===== config.mk =====
export PLATFORM = sky130hd
export DESIGN_NAME = hss_back
export DESIGN_NICKNAME = d
export VERILOG_FILES = /design/src/hdl/hss_pkg.sv /design/src/hdl/hss_back.sv
export SDC_FILE = /design/constraint.sdc
export NUM_CORES = 2
export LEC_CHECK = 0
export ABC_AREA = 1
export BUFFER_PORTS_ARGS = -buffer_cell sky130_fd_sc_hd__buf_4
export CAP_MARGIN = 20
export CORE_MARGIN = 1.5
export CORE_UTILIZATION = 33
export CTS_CLUSTER_DIAMETER = 50
export CTS_CLUSTER_SIZE = 12
export DETAILED_ROUTE_END_ITERATION = 10
export HOLD_SLACK_MARGIN = 0.08
export PLACE_DENSITY = 0.45
export SYNTH_ARGS = -nofsm -noshare
export SYNTH_HDL_FRONTEND = slang
export SYNTH_SLANG_ARGS = --single-unit

===== constraint.sdc =====
create_clock -name clk_i -period 7.36 [get_ports clk_i]
set_input_delay 0.736 -clock clk_i [delete_from_list [all_inputs] [get_ports clk_i]]
set_output_delay 0.736 -clock clk_i [all_outputs]
set_load 0.005 [all_outputs]

===== src/hdl/hss_pkg.sv =====
// ---------------------------------------------------------------------------
// hss_pkg: shared types and constants of the heat stencil step
// Grid limits, fixed-point formats, config register codes and the word
// that travels from the window front end to the arithmetic back end.
// ---------------------------------------------------------------------------
`default_nettype none

package hss_pkg;

  localparam int MAX_COLS   = 1024;
  localparam int MAX_ROWS   = 4096;
  localparam int DATA_WIDTH = 32;

  // line buffer depth: interior columns plus two ghost columns
  localparam int LINE_DEPTH = MAX_COLS + 2;
  localparam int LINE_AW    = $clog2(LINE_DEPTH);

  // counters reach cols+1 and rows+1
  localparam int COL_W = $clog2(MAX_COLS + 2);
  localparam int ROW_W = $clog2(MAX_ROWS + 2);

  // field and register widths fixed by the interface
  localparam int OUT_ROW_W   = 12;
  localparam int OUT_COL_W   = 10;
  localparam int CFG_COLS_W  = 11;
  localparam int CFG_ROWS_W  = 13;
  localparam int GAIN_W      = 16;
  localparam int CFG_DATA_W  = 16;
  localparam int CFG_IDX_W   = 2;

  localparam logic [CFG_COLS_W-1:0] COLS_RESET = CFG_COLS_W'(1024);
  localparam logic [CFG_ROWS_W-1:0] ROWS_RESET = CFG_ROWS_W'(4096);
  localparam logic [GAIN_W-1:0]     GAIN_RESET = GAIN_W'(13107);

  // arithmetic: laplacian, gain product (Q.46), rounded sum
  localparam int LAP_W       = DATA_WIDTH + 3;
  localparam int PROD_W      = LAP_W + GAIN_W + 1;
  localparam int FRAC_SHIFT  = GAIN_W;
  localparam int ROUND_BIAS  = 1 << (FRAC_SHIFT - 1);
  localparam int SUM_W       = PROD_W - FRAC_SHIFT + 1;

  // decoupling queue, depth a power of two
  localparam int FIFO_DEPTH = 4;
  localparam int FIFO_AW    = $clog2(FIFO_DEPTH);
  localparam int FIFO_CW    = $clog2(FIFO_DEPTH + 1);

  typedef logic signed [DATA_WIDTH-1:0] data_t;

  typedef enum logic [CFG_IDX_W-1:0] {
    CFG_COLS = 2'd0,
    CFG_ROWS = 2'd1,
    CFG_GAIN = 2'd2
  } cfg_idx_e;

  // frame geometry seen by the front end
  typedef struct packed {
    logic [COL_W-1:0] cols_lim;  // last raster column index (cols+1)
    logic [ROW_W-1:0] rows_lim;  // last raster row index (rows+1)
    logic             restart;
  } frame_cfg_t;

  // one stencil, ready for the arithmetic
  typedef struct packed {
    data_t                up;
    data_t                ctr;
    data_t                dn;
    data_t                left;
    data_t                right;
    logic [OUT_ROW_W-1:0] row;
    logic [OUT_COL_W-1:0] col;
    logic                 last;
  } stencil_word_t;

endpackage

`default_nettype wire


===== src/hdl/hss_back.sv =====
// ---------------------------------------------------------------------------
// hss_back: stencil arithmetic pipeline
// Laplacian, gain multiply, round half up, add to centre and saturate,
// with a registered output word that holds under stall.
// ---------------------------------------------------------------------------
`default_nettype none

module hss_back import hss_pkg::*; (
  input  wire logic                 clk_i,
  input  wire logic                 rst_ni,
  input  wire logic [GAIN_W-1:0]    gain_i,
  input  wire logic                 fifo_valid_i,
  input  wire stencil_word_t        fifo_word_i,
  output logic                      pop_o,
  output logic                      out_valid_o,
  input  wire logic                 out_stall_i,
  output data_t                     new_temp_o,
  output logic [OUT_ROW_W-1:0]      out_row_o,
  output logic [OUT_COL_W-1:0]      out_col_o,
  output logic                      last_o
);

  localparam data_t SAT_MAX = {1'b0, {(DATA_WIDTH-1){1'b1}}};
  localparam data_t SAT_MIN = {1'b1, {(DATA_WIDTH-1){1'b0}}};

  logic                     s1_valid_q;
  logic signed [LAP_W-1:0]  s1_lap_q, s1_lap_d;
  data_t                    s1_ctr_q;
  logic [OUT_ROW_W-1:0]     s1_row_q;
  logic [OUT_COL_W-1:0]     s1_col_q;
  logic                     s1_last_q;

  logic                     s2_valid_q;
  logic signed [PROD_W-1:0] s2_prod_q, s2_prod_d;
  data_t                    s2_ctr_q;
  logic [OUT_ROW_W-1:0]     s2_row_q;
  logic [OUT_COL_W-1:0]     s2_col_q;
  logic                     s2_last_q;

  logic                     out_valid_q;
  data_t                    out_temp_q, out_temp_d;
  logic [OUT_ROW_W-1:0]     out_row_q;
  logic [OUT_COL_W-1:0]     out_col_q;
  logic                     out_last_q;

  logic s3_ready, s2_ready, s1_ready;

  logic signed [GAIN_W:0]   gain_s;
  logic signed [PROD_W-1:0] rnd;
  logic signed [PROD_W-1:0] shifted;
  logic signed [SUM_W-1:0]  sum;

  assign s3_ready = !out_valid_q || !out_stall_i;
  assign s2_ready = !s2_valid_q || s3_ready;
  assign s1_ready = !s1_valid_q || s2_ready;
  assign pop_o    = fifo_valid_i && s1_ready;

  always_comb begin
    s1_lap_d = LAP_W'(fifo_word_i.up) + LAP_W'(fifo_word_i.dn)
             + LAP_W'(fifo_word_i.left) + LAP_W'(fifo_word_i.right)
             - (LAP_W'(fifo_word_i.ctr) <<< 2);
  end

  assign gain_s    = $signed({1'b0, gain_i});
  assign s2_prod_d = s1_lap_q * gain_s;

  // floor((p + half) / 2^16), then centre plus delta, clamped
  always_comb begin
    rnd     = s2_prod_q + PROD_W'(ROUND_BIAS);
    shifted = rnd >>> FRAC_SHIFT;
    sum     = SUM_W'(s2_ctr_q) + shifted[SUM_W-1:0];
    if ((&sum[SUM_W-1:DATA_WIDTH-1]) || !(|sum[SUM_W-1:DATA_WIDTH-1])) begin
      out_temp_d = sum[DATA_WIDTH-1:0];
    end else if (sum[SUM_W-1]) begin
      out_temp_d = SAT_MIN;
    end else begin
      out_temp_d = SAT_MAX;
    end
  end

  always_ff @(posedge clk_i or negedge rst_ni) begin
    if (!rst_ni) begin
      s1_valid_q  <= 1'b0;
      s2_valid_q  <= 1'b0;
      out_valid_q <= 1'b0;
    end else begin
      if (s1_ready) begin
        s1_valid_q <= fifo_valid_i;
      end
      if (s2_ready) begin
        s2_valid_q <= s1_valid_q;
      end
      if (s3_ready) begin
        out_valid_q <= s2_valid_q;
      end
    end
  end

  always_ff @(posedge clk_i) begin
    if (pop_o) begin
      s1_lap_q  <= s1_lap_d;
      s1_ctr_q  <= fifo_word_i.ctr;
      s1_row_q  <= fifo_word_i.row;
      s1_col_q  <= fifo_word_i.col;
      s1_last_q <= fifo_word_i.last;
    end
    if (s1_valid_q && s2_ready) begin
      s2_prod_q <= s2_prod_d;
      s2_ctr_q  <= s1_ctr_q;
      s2_row_q  <= s1_row_q;
      s2_col_q  <= s1_col_q;
      s2_last_q <= s1_last_q;
    end
    if (s2_valid_q && s3_ready) begin
      out_temp_q <= out_temp_d;
      out_row_q  <= s2_row_q;
      out_col_q  <= s2_col_q;
      out_last_q <= s2_last_q;
    end
  end

  assign out_valid_o = out_valid_q;
  assign new_temp_o  = out_temp_q;
  assign out_row_o   = out_row_q;
  assign out_col_o   = out_col_q;
  assign last_o      = out_last_q;

endmodule

`default_nettype wire


==> results by group <==
Floorplan
  • Die height: 330.7 um
  • Die Wd: 330.7 um
  • Total die area: 109400 sq um
  • Core area: 106800 sq um
  • Starting Density: 33.20%
  • Io pins: 260
  • Rows: 120

Logic synthesis
  • Synth area leaders: fa_1, edfxtp_1, inv_1, nand2_1, ha_1
  • Syn Area/Cell: 8.541 sq um
  • Post-Syn Nets: 5176
  • Post-synthesis cell type count: 46
  • Syn Inst Count: 4150
  • Cell Area, Synth: 35450 sq um
  • Portion of netlist area occupied by mux cells: 0%
  • Top FF cell, synth: edfxtp_1
  • Seq/Total Area, Yosys: 20.29%
  • Post-synthesis register bit count: 240
  • YS warnings: 0
  • Largest family of logic cells by synthesized area: adder cells
  • Synth area leader: fa_1
  • Adder-cell share of the synthesized area: 42.37%
  • Post-synth EDFFs: 237
  • Post-synth top area share: 35.53%
  • Simple logic cell fraction of the synthesized area: 15.48%
  • XOR/XNOR Fraction of Synth Area: 3.435%
  • Compound-Gate Fraction of Synth Area: 4.582%
  • Ys async rst share: 1.250%

CTS
  • # clock sinks: 240
  • Root buffer cell: clkbuf_16
  • Total CTS buffers: 30
  • Max Buffers Root-to-Sink: 3
  • Clock Pin Slew Worst Setup and Hold Paths: 60 ps
  • H-tree depth: 1
  • CTS tree: done
  • Clk_lat worst skew: 590 ps
  • Post-CTS setup buffer count: 0

Cells and area
  • FILL cells: 11107
  • Finished Cell Area: 39930 sq um
  • Register area: 7192 sq um
  • Most frequent cells in the layout: inv_1, nand2_1, fa_1
  • Leading cell type in the layout, fill and taps excluded: inv_1
  • Layout cells sized above 1: 8.873%
  • Layout Nets: 5380
  • Multi-input logic area: 23370 sq um
  • Syn-to-layout area delta: 12.65%

Critical path
  • CP endpoint kind: register
  • Crit-path max cell delay: 980 ps
  • Buffers plus inverters on the worst setup path: 5
  • Reg-to-Reg End: s2_prod_q[34]
  • R2R Setup Slk: 390 ps
  • Critical path, cell by cell: nand2_1 -> fa_1 -> inv_1 -> fa_1 -> fa_1 -> fa_1 -> fa_1 -> inv_1 -> fa_1 -> inv_1 -> ha_1 -> nand2_1 -> nor2_1 -> inv_1 -> nor2_1 -> inv_1 -> nor4_1 -> a21oi_1 -> o21ai_0 -> xor2_1
  • Crit path DAT: 7340 ps
  • Reg2reg start: s1_lap_q[10]
  • FF-to-FF path depth: 20
  • Worst-path fanout max: 16
  • Critical path's top delay family: adder cells
  • WP data required: 7730 ps
  • Crit Path Category: register to register
  • Crit-path slowest cell: edfxtp_1
  • Cell mode on critical path: fa_1
  • Startpoint class of the critical path: register

Min path
  • Hold path cells: 1
  • Worst hold endpoint: s1_col_q[4]
  • Min-delay worst type: input port to register
  • Hold Crit Start: fifo_word_i[5]

Run status
  • Outcome: finished, final reports clean

Routing
  • 1st-iter DRT viols: 1685
  • Drt total wl: 109900 um
  • First-pass DRT Iterations: 5
  • DR DRC count: 0
  • DR vias/cell: 4.612
  • Vias: 26646
  • DRT antenna net count: 0
  • WL/cell: 19.03 um

Timing
  • Final TNS setup: 0 ps
  • Final cycle utilization of the critical path: 94.67%
  • Endpoints failing setup: 0
  • RSZ-0062 raised after global routing: no
  • Slew Limit Fails: 0
  • Hold Violations, Final: 0
  • Clock skew: 19.68 ps
  • Peak Freq: 143.5 MHz
  • Fin crit period: 6968 ps
  • Slew margin rel.: 31.91%
  • Worst slew pin tran: 1021 ps
  • Hold_ws: 323.5 ps

Place
  • Routability cong.: 0.9178
  • IO Port Bufs: 259
  • Placed Area: 38980 sq um
  • Post-DP HPWL: 94100 um

Global routing
  • Vias in the first global route: 28667
  • Wire length of the first global-routing pass: 170700 um
  • Initial antenna violation count: 5
  • GRT overflow: 0
  • Largest net degree at the start of global routing: 68
  • Total track usage: 20.64%

Run
  • Max-cap violations: 0
synth_stat cells (7+ instances only):
cell type and n:
a21o_1 14, a21oi_1 142, a31oi_1 23, clkbuf_1 132, edfxtp_1 237, fa_1 629
ha_1 194, inv_1 1154, nand2_1 999, nand2_2 10, nand3_1 77, nand4_1 23
nor2_1 187, nor3_1 35, o21a_1 7, o21ai_0 69, o21bai_1 13, xnor2_1 52
xor2_1 87
area by class of cell:
class	count	area share, %
Clock inverter	15	0.3792
Clock buffer	36	1.962
Tap cell	1403	4.396
Antenna cell	1	0.006267
Inverter	1155	10.86
Sequential cell	240	18.01
Multi-Input combinational cell	2616	58.53
Timing Repair Buffer	311	5.853
per-layer routing:
metal | GRT usage (%) | routed length, um | vias up
li1 | - | - | 12607
met1 | 28.77 | 49440 | 13341
met2 | 34.68 | 52830 | 603
met3 | 2.240 | 5182 | 95
met4 | 4.189 | 2460 | 0
met5 | 0 | 0 | -
metrics by stage:
stage	std cells	util, %	worst slack, ps
2_1_floorplan	4150	-	1134
3_3_place_gp	5724	36.52	77.12
3_5_place_dp	5724	36.52	262.4
4_1_cts	5776	37.40	281.4
5_1_grt	5776	37.40	55.16
6_report	5777	37.40	392.0
state kept, by name, summed over array words and instances, names as in the netlist, 10 cells and up:
name / count
new_temp_o: 32
out_col_o: 10
out_row_o: 12
s1_col_q: 10
s1_ctr_q: 32
s1_lap_q: 35
s1_row_q: 12
s2_col_q: 10
s2_ctr_q: 32
s2_prod_q: 37
s2_row_q: 12
logic make-up after synthesis:
family | count (synthesis)
buffers and inverters | 1294
AO/OA/AOI/OAI | 290
flip-flops | 240
XOR/XNOR | 139
adder cells (fa/ha/maj) | 823
AND/OR/NAND/NOR | 1364
what timing repair did:
item / CTS / global route
hold endpoints to repair: 3 / 0
resized for setup: 0 / 0
hold buffers: 1 / 0
worst register-to-register path, delay by kind of cell (launching register included):
family	cells	cell delay, ps
fa+ha+maj	7	3470
simple gates	5	1030
buf+inv	5	330
flops	1	980
compound gates	2	590
xor+xnor	1	330
worst max path at each step:
stage,from,to,slack (ps),cells after the start
final,s1_lap_q[10],s2_prod_q[34],390,20
after global routing,s1_lap_q[10],s2_prod_q[34],60,20
after CTS,s1_lap_q[10],s2_prod_q[34],280,20
after detailed placement,gain_i[2],s2_prod_q[34],260,21
after global placement,gain_i[2],s2_prod_q[34],80,21
after floorplan,gain_i[7],s2_prod_q[51],1130,21
Power is left out: the tool's default activity adds up to more than one toggle a clock period on the data nets, which glitch-free logic cannot reach.
