### src/hdl/hss_pkg.sv
// ---------------------------------------------------------------------------
// hss_pkg: shared types and constants of the heat stencil step
// Grid limits, fixed-point formats, config register codes and the word
// that travels from the window front end to the arithmetic back end.
// ---------------------------------------------------------------------------
`default_nettype none

package hss_pkg;

  localparam int MAX_COLS   = 1024;
  localparam int MAX_ROWS   = 4096;
  localparam int DATA_WIDTH = 32;

  // line buffer depth: interior columns plus two ghost columns
  localparam int LINE_DEPTH = MAX_COLS + 2;
  localparam int LINE_AW    = $clog2(LINE_DEPTH);

  // counters reach cols+1 and rows+1
  localparam int COL_W = $clog2(MAX_COLS + 2);
  localparam int ROW_W = $clog2(MAX_ROWS + 2);

  // field and register widths fixed by the interface
  localparam int OUT_ROW_W   = 12;
  localparam int OUT_COL_W   = 10;
  localparam int CFG_COLS_W  = 11;
  localparam int CFG_ROWS_W  = 13;
  localparam int GAIN_W      = 16;
  localparam int CFG_DATA_W  = 16;
  localparam int CFG_IDX_W   = 2;

  localparam logic [CFG_COLS_W-1:0] COLS_RESET = CFG_COLS_W'(1024);
  localparam logic [CFG_ROWS_W-1:0] ROWS_RESET = CFG_ROWS_W'(4096);
  localparam logic [GAIN_W-1:0]     GAIN_RESET = GAIN_W'(13107);

  // arithmetic: laplacian, gain product (Q.46), rounded sum
  localparam int LAP_W       = DATA_WIDTH + 3;
  localparam int PROD_W      = LAP_W + GAIN_W + 1;
  localparam int FRAC_SHIFT  = GAIN_W;
  localparam int ROUND_BIAS  = 1 << (FRAC_SHIFT - 1);
  localparam int SUM_W       = PROD_W - FRAC_SHIFT + 1;

  // decoupling queue, depth a power of two
  localparam int FIFO_DEPTH = 4;
  localparam int FIFO_AW    = $clog2(FIFO_DEPTH);
  localparam int FIFO_CW    = $clog2(FIFO_DEPTH + 1);

  typedef logic signed [DATA_WIDTH-1:0] data_t;

  typedef enum logic [CFG_IDX_W-1:0] {
    CFG_COLS = 2'd0,
    CFG_ROWS = 2'd1,
    CFG_GAIN = 2'd2
  } cfg_idx_e;

  // frame geometry seen by the front end
  typedef struct packed {
    logic [COL_W-1:0] cols_lim;  // last raster column index (cols+1)
    logic [ROW_W-1:0] rows_lim;  // last raster row index (rows+1)
    logic             restart;
  } frame_cfg_t;

  // one stencil, ready for the arithmetic
  typedef struct packed {
    data_t                up;
    data_t                ctr;
    data_t                dn;
    data_t                left;
    data_t                right;
    logic [OUT_ROW_W-1:0] row;
    logic [OUT_COL_W-1:0] col;
    logic                 last;
  } stencil_word_t;

endpackage

`default_nettype wire

### src/hdl/hss_fifo.sv
// ---------------------------------------------------------------------------
// hss_fifo: stencil queue between front and back end
// Small register queue; push and pop may happen in the same cycle.
// ---------------------------------------------------------------------------
`default_nettype none

module hss_fifo import hss_pkg::*; (
  input  wire logic          clk_i,
  input  wire logic          rst_ni,
  input  wire logic          push_i,
  input  wire stencil_word_t push_word_i,
  output logic               full_o,
  output logic               valid_o,
  input  wire logic          pop_i,
  output stencil_word_t      pop_word_o
);

  stencil_word_t entries [FIFO_DEPTH];

  logic [FIFO_AW-1:0] wr_ptr_q, rd_ptr_q;
  logic [FIFO_CW-1:0] count_q, count_d;
  logic               do_push, do_pop;

  assign full_o     = (count_q == FIFO_CW'(FIFO_DEPTH));
  assign valid_o    = (count_q != '0);
  assign do_push    = push_i && !full_o;
  assign do_pop     = pop_i && valid_o;
  assign pop_word_o = entries[rd_ptr_q];

  always_comb begin
    count_d = count_q;
    if (do_push && !do_pop) begin
      count_d = count_q + FIFO_CW'(1);
    end else if (do_pop && !do_push) begin
      count_d = count_q - FIFO_CW'(1);
    end
  end

  always_ff @(posedge clk_i or negedge rst_ni) begin
    if (!rst_ni) begin
      wr_ptr_q <= '0;
      rd_ptr_q <= '0;
      count_q  <= '0;
    end else begin
      count_q <= count_d;
      if (do_push) begin
        wr_ptr_q <= wr_ptr_q + FIFO_AW'(1);
      end
      if (do_pop) begin
        rd_ptr_q <= rd_ptr_q + FIFO_AW'(1);
      end
    end
  end

  always_ff @(posedge clk_i) begin
    if (do_push) begin
      entries[wr_ptr_q] <= push_word_i;
    end
  end

endmodule

`default_nettype wire

### config.mk
export PLATFORM = sky130hd
export DESIGN_NAME = hss_fifo
export DESIGN_NICKNAME = d
export VERILOG_FILES = /design/src/hdl/hss_pkg.sv /design/src/hdl/hss_fifo.sv
export SDC_FILE = /design/constraint.sdc
export NUM_CORES = 1
export LEC_CHECK = 0
export ABC_AREA = 1
export ABC_CLOCK_PERIOD_IN_PS = 9400
export BUFFER_PORTS_ARGS = -buffer_cell sky130_fd_sc_hd__clkbuf_2
export CORE_AREA = 2 2 198 297
export DETAILED_ROUTE_END_ITERATION = 16
export DIE_AREA = 0 0 200 299
export GPL_TIMING_DRIVEN = 0
export PLACE_DENSITY = 0.84
export REMOVE_ABC_BUFFERS = 1
export SYNTH_ARGS = -nofsm -noshare
export SYNTH_HDL_FRONTEND = slang
export SYNTH_SLANG_ARGS = --single-unit
### constraint.sdc
create_clock -name clk_i -period 9.4 [get_ports clk_i]
set_input_delay 0.47 -clock clk_i [delete_from_list [all_inputs] [get_ports clk_i]]
set_output_delay 0.47 -clock clk_i [all_outputs]
set_load 0.03 [all_outputs]
==> run_results.csv, run 1 <==
group,metric,value,unit
synthesis,ys.flop_type,"edfxtp_1",
floorplan,fp.dieW,200,um
run,maxCapViolCount,0,
outcome,status,"finished clean",
grt,grt.total_usage,21.6,%
floorplan,initial_utilization,51.2,%
detailed_routing,routed_wl,64400,um
synthesis,yosysTopAreaCellShare,74.8,%
sta,slew_viol_final,0,
worst_setup_path,crit_type,"reg2out",
worst_setup_path,worst-r2r-cell-count,6,
sta,fin_crit,4.17,ns
detailed_routing,wl_per_cell,19.0,um
placement,dp_hpwl,40600,um
pwr,ir_worst_vdd,0.511,mV
sta,fin_setup_tns,0,ns
worst_setup_path,setup.worst_path.end,"pop_word_o[64]",
worst_setup_path,rrSetupSlack,6.55,ns
synthesis,synth-seq-area-share,75.4,%
grt,grt_max_degree,168,
synthesis,avgSynthCellArea,13.4,um2
worst_setup_path,reg2reg_from,"count_q[0]$_DFFE_PN0P_",
worst_setup_path,crit_required,8.93,ns
worst_setup_path,slowest_stage,"inv_8",
cts,cts_tree,"yes",
pwr,p_per_area,345,nW/um2
final_layout,fin_util,60.2,%
synthesis,syn_inst,2196,
final_layout,area_delta_synth_final,17.6,%
floorplan,die_h,299,um
worst_setup_path,crit_buf_inv,5,
detailed_routing,viasPerCell,5.31,
floorplan,rows,108,
sta,rsz0062_at_grt,"no",
sta,period_share,44.4,%
sta,setup_viol,0,
sta,clock_skew,0.0283,ns
worst_setup_path,max_stage_delay,0.55,ns
pwr,power_leakage,13.9,nW
placement,portBuffers,371,
pwr,intPower,0.00710,W
detailed_routing,drtAntennaViolNets,0,
worst_setup_path,worstSetupPathDepth,8,
worst_hold_path,hold_path.startpoint,"push_word_i[44]",
cts,post_cts_buffers,0,
floorplan,core-area,57400,um2
cts,clock_sinks,739,
grt,grt_first_pass_wirelength,98400,um
sta,slew-limit-headroom,35.3,%
grt,grt_pass1_vias,18700,
cts,cts_hold_buffers,1,
pwr,netSwitchingPower,0.00483,W
cts,cts_resized,0,
cts,h-tree-depth,3,
worst_setup_path,crit_path_start,"rd_ptr_q[0]$_DFFE_PN0P_",
synthesis,synth_cell_types,17,
cts,cts.clk_slew.worst_paths,0.06,ns
sta,finalHoldViolations,0,
pwr,pwr-share-comb,39.8,%
synthesis,yosysWarnings,0,
floorplan,io_pins,372,
cts,root_buffer,"clkbuf_16",
worst_setup_path,crit_fanout,167,
cts,numCtsBuffers,68,
worst_setup_path,worstPathCellList,"inv_8 > buf_16 > buf_16 > buf_16 > nand2_1 > o211ai_1 > nand2_1 > clkbuf_2",
final_layout,regArea,22200,um2
synthesis,yosysMostFrequentCell,"edfxtp_1",
synthesis,ys_async_sr_fraction,0.947,%
worst_setup_path,crit_family,"buffers and inverters",
worst_setup_path,worstPathArrival,3.70,ns
worst_setup_path,critical_path.most_common_cell,"buf_16",
synthesis,synth_area_leader_cell,"edfxtp_1",
sta,fmax,240,MHz
sta,tightest_slew,0.968,ns
detailed_routing,drtIter0Drc,1036,
worst_hold_path,hold_path_class,"in2reg",
pwr,switching_share,40.5,%
worst_setup_path,r2r-end,"entries[0][102]$_DFFE_PP_",
cts,cts_buffer_depth,3,
synthesis,synth_area_leaders,"edfxtp_1 (75%), o211ai_1 (9.3%), nand2_1 (7.2%)",
synthesis,synth_edf_count,732,
pwr,pwr-share-seq,37.7,%
final_layout,nets,2748,
placement,routabilityCongestion,0.740,
synthesis,ys_ff_latch,739,
detailed_routing,route.detailed.drc,0,
pwr,clkPwrFrac,22.5,%
synthesis,synth_commonest_cells,"edfxtp_1 (732), nand2_1 (566), inv_1 (382), o211ai_1 (366), clkbuf_1 (55)",
floorplan,die_area,59800,um2
detailed_routing,num_vias,18000,
grt,gr-total-overflow,0,
final_layout,fillCellCount,4118,
detailed_routing,first_pass_iters,5,
synthesis,synth_area,29400,um2
worst_setup_path,crit_path_end_kind,"output pin",
final_layout,multiInputGateArea,5050,um2
final_layout,final_layout_size_suffix_gt1_share,19.6,%
worst_setup_path,start_kind,"flop",
cts,clk_latency,0.59,ns
grt,antenna_found_initial,13,
[logic make-up (layout without fill, tap and decap cells)]
group | Yosys count | in the layout | synth area share, %
other | 0 | 11 | 0
buffers and inverters | 505 | 918 | 7.51
AND/OR/NAND/NOR | 578 | 578 | 7.42
AO/OA/AOI/OAI | 367 | 367 | 9.37
flip-flops | 739 | 739 | 75.4
adder cells (fa/ha/maj) | 6 | 6 | 0.281
XOR/XNOR | 1 | 1 | 0.0298
[area by class of cell]
| cell class | count | share of cell area, % |
|---|---|---|
| clock inverter | 38 | 1.02 |
| tap | 770 | 2.79 |
| inverter | 383 | 4.20 |
| sequential | 739 | 64.1 |
| antenna | 11 | 0.0796 |
| timing repair buffer | 411 | 7.92 |
| multi-input combinational | 952 | 14.6 |
| clock buffer | 86 | 5.24 |
[through the flow]
stage / instances / worst slack (ns) / hold slack [ns] / total power [W] / area, um2
2_1_floorplan: 2074 / 0.341 / 0.174 / 0.00801 / 28600
3_3_place_gp: 3215 / -9.60 / 0.305 / 0.00961 / 31400
3_5_place_dp: 3254 / 5.78 / 0.316 / 0.00930 / 32400
4_1_cts: 3379 / 5.10 / 0.0502 / 0.0120 / 34500
5_1_grt: 3390 / 4.83 / 0.0579 / 0.0126 / 34600
6_report: 3390 / 5.23 / 0.0924 / 0.0119 / 34600
[registers in the layout, summed over array words and instances, names as in the netlist]
name,count
count_q,3
rd_ptr_q,2
wr_ptr_q,2
entries,732
[layer usage]
layer | wire, um | GRT usage, %
met5 | 29 | 0
met4 | 3400 | 12.9
met3 | 4870 | 5.74
met2 | 33500 | 38.2
met1 | 22600 | 22.8
[power by group through the flow]
stage               logic [W]  registers [W]  clock network, W
CTS                   0.00478        0.00450           0.00273
finish                0.00475        0.00450           0.00268
floorplan             0.00324        0.00477                 0
global route          0.00515        0.00455           0.00285
global placement      0.00458        0.00503                 0
detailed placement    0.00474        0.00456                 0
[cell usage in the layout (no fill, tap or decap), types with 13 or more instances in the layout]
cell type	n
buf_12	27
o211ai_1	366
clkbuf_16	70
nand2_1	566
inv_1	381
clkinv_1	13
clkbuf_2	371
edfxtp_1	732
clkbuf_1	16
[worst min-delay path by stage]
stage                                            to  depth (start not counted)
final                      entries[3][44]$_DFFE_PP_                          1
after global placement      rd_ptr_q[0]$_DFFE_PN0P_                          1
after detailed placement    rd_ptr_q[0]$_DFFE_PN0P_                          1
after CTS                 entries[0][178]$_DFFE_PP_                          1
after global routing       entries[0][44]$_DFFE_PP_                          1
after floorplan              count_q[0]$_DFFE_PN0P_                          0
Note: power is estimated with default switching activity, not from simulation.
==> inputs of run 2 (changes only) <==
--- a/config.mk
+++ b/config.mk
@@ -6,7 +6,7 @@
 export NUM_CORES = 1
 export LEC_CHECK = 0
 export ABC_AREA = 1
-export ABC_CLOCK_PERIOD_IN_PS = 9400
+export ABC_CLOCK_PERIOD_IN_PS = 3600
 export BUFFER_PORTS_ARGS = -buffer_cell sky130_fd_sc_hd__clkbuf_2
 export CORE_AREA = 2 2 198 297
 export DETAILED_ROUTE_END_ITERATION = 16
==> constraint.sdc (replaced) <==
create_clock -name clk_i -period 3.6 [get_ports clk_i]
set_input_delay 0.18 -clock clk_i [delete_from_list [all_inputs] [get_ports clk_i]]
set_output_delay 0.18 -clock clk_i [all_outputs]
set_load 0.03 [all_outputs]
==> run 2 against run 1 <==
  * Sequential power grew to 2.6 times the previous value
  * Clock-buffer cell count stayed put
  * Combinational power grew to 2.8 times the previous value
  * First-iteration DRC count is 40% higher
  * Sequential share of layout area is 3.5 points lower
  * Largest power group unchanged
  * Clock power grew to 2.6 times the previous value
  * Power grew to 2.7 times the previous value
  * Clock skew is 0.0079 ns higher
  * Highest routed layer unchanged
  * Die area stayed put
  * Critical path type unchanged
==> run_results.csv, run 2 (synthesis results as in run 1) <==
group,metric,value,unit
sta,rsz0062_at_grt,"no",
placement,placed_area,32400,um2
grt,grt_max_degree,132,
grt,grt.total_usage,24.4,%
worst_setup_path,crit_family,"buffers and inverters",
pwr,netSwitchingPower,0.0132,W
final_layout,layout_commonest_cell,"edfxtp_1",
worst_setup_path,crit_type,"reg2out",
floorplan,die_area,59800,um2
worst_setup_path,worstPathCellList,"bufinv_16 > buf_16 > buf_16 > buf_16 > nand2_1 > o211ai_1 > nand2_1 > clkbuf_2",
floorplan,rows,108,
pwr,intPower,0.0188,W
cts,h-tree-depth,3,
sta,period_share,93.8,%
detailed_routing,drtIter0Drc,1452,
final_layout,nets,2938,
sta,slew-limit-headroom,35.1,%
final_layout,max_flop_register,"entries",
final_layout,finalInstanceArea,36500,um2
final_layout,area_delta_synth_final,24.4,%
sta,slew_viol_final,0,
worst_hold_path,hold_path_class,"in2reg",
pwr,p_total,0.0320,W
final_layout,final_layout_size_suffix_gt1_share,18.4,%
worst_setup_path,crit_buf_inv,5,
sta,fin_crit,3.38,ns
detailed_routing,viasPerCell,5.44,
placement,routabilityCongestion,0.740,
detailed_routing,first_pass_iters,5,
run,maxCapViolCount,0,
cts,cts.clk_slew.worst_paths,0.07,ns
sta,setup_viol,0,
floorplan,die_h,299,um
grt,grt_first_pass_wirelength,111000,um
worst_setup_path,start_kind,"flop",
worst_setup_path,max_stage_delay,0.53,ns
grt,grt_pass1_vias,20700,
outcome,status,"finished clean",
worst_setup_path,crit_required,3.42,ns
cts,clock_sinks,739,
floorplan,fp.dieW,200,um
pwr,clkPwrFrac,22.1,%
worst_setup_path,rrSetupSlack,0.76,ns
placement,portBuffers,371,
grt,antenna_found_initial,15,
worst_setup_path,crit_fanout,83,
worst_setup_path,slowest_stage,"dfrtp_1",
detailed_routing,num_vias,19500,
floorplan,io_pins,372,
detailed_routing,routed_wl,73500,um
final_layout,largest_reg_flops,732,
worst_setup_path,critical_path.most_common_cell,"buf_16",
sta,fmax,296,MHz
sta,tightest_slew,0.971,ns
sta,clock_skew,0.0362,ns
worst_setup_path,reg2reg_from,"count_q[0]$_DFFE_PN0P_",
floorplan,initial_utilization,51.2,%
final_layout,mostFrequentLayoutCells,"edfxtp_1 (732), nand2_1 (566), inv_1 (381)",
cts,post_cts_buffers,0,
worst_setup_path,crit_path_start,"rd_ptr_q[0]$_DFFE_PN0P_",
pwr,pwr-share-comb,41.1,%
placement,dp_hpwl,40600,um
pwr,ir_worst_vdd,0.890,mV
detailed_routing,route.detailed.drc,0,
detailed_routing,drtAntennaViolNets,0,
cts,clk_latency,0.60,ns
worst_setup_path,crit_path_end_kind,"output pin",
detailed_routing,wl_per_cell,20.5,um
worst_hold_path,hold_path.startpoint,"push_word_i[2]",
pwr,p_per_area,876,nW/um2
pwr,power_leakage,14.7,nW
cts,numCtsBuffers,68,
cts,cts_tree,"yes",
cts,cts_buffer_depth,3,
pwr,switching_share,41.2,%
sta,fin_setup_tns,0,ns
grt,gr-total-overflow,0,
sta,finalHoldViolations,0,
final_layout,largestRegisters,"entries: 732 flops, count_q: 3 flops",
floorplan,core-area,57400,um2
worst_setup_path,worstPathArrival,3.20,ns
pwr,pwr-share-seq,36.8,%
cts,root_buffer,"clkbuf_16",
-- run 2: cell types whose count changed in the layout (fill, tap and decap cells not counted) --
| cell | delta |
|---|---|
| bufbuf_16 | +2 |
| dlygate4sd3_1 | +186 |
| diode_2 | +2 |
| bufinv_16 | +1 |
| inv_6 | +1 |
| buf_16 | +1 |
| inv_8 | -1 |
-- run 2: path summary, 6_finish.rpt --
kind,depth (start not counted),to
hold reg to reg,2,wr_ptr_q[0]$_DFFE_PN0P_
hold / removal,2,entries[1][2]$_DFFE_PP_
min in group asynchronous,3,count_q[0]$_DFFE_PN0P_
max in group asynchronous,3,rd_ptr_q[1]$_DFFE_PN0P_
setup / recovery,8,pop_word_o[136]
setup reg to reg,6,entries[0][102]$_DFFE_PP_
-- run 2: per-stage QoR --
step	setup WS, ns	hold WS (ns)	instances	util [%]
after floorplan	-5.46	-0.116	2074	-
after global placement	-15.11	0.0150	3215	54.7
after detailed placement	0.271	0.0263	3254	56.3
after CTS	0.0766	0.305	3569	63.6
after global routing	0.0217	0.318	3582	63.6
final	0.223	0.343	3582	63.6
-- run 2: layer usage --
metal  share of wire [%]  wire length [um]  track usage, %  up-vias
met5               0.038                28               0        -
met4                 5.3              3890            14.2        4
met3                 7.2              5330            4.91      251
met2                  53             38700            43.9      978
met1                  35             25600            26.2     9436
li1                    -                 -               -     8825
-- run 2: cell type report --
| type | count | area [um2] |
|---|---|---|
| timing repair buffer | 600 | 4690 |
| clock inverter | 38 | 352 |
| inverter | 383 | 1470 |
| clock buffer | 86 | 1810 |
| sequential | 739 | 22200 |
| multi-input combinational | 952 | 5050 |
| timing repair inverter | 1 | 8.76 |
| antenna | 13 | 32.5 |
| fill | 3735 | 20900 |
| tap | 770 | 963 |
-- run 2: repair_timing --
item	in CTS	in global routing
hold buffers	187	0
gates cloned	4	0
resized for setup	2	1
hold endpoints to repair	743	0
setup endpoints to repair	42	34
-- run 2: power by group through the flow --
stage	sequential (W)	combinational, W	clock, W
after floorplan	0.0123	0.00703	0
after detailed placement	0.0119	0.0124	0
final	0.0118	0.0131	0.00707
after global placement	0.0117	0.00689	0
after CTS	0.0118	0.0130	0.00714
after global routing	0.0119	0.0141	0.00749
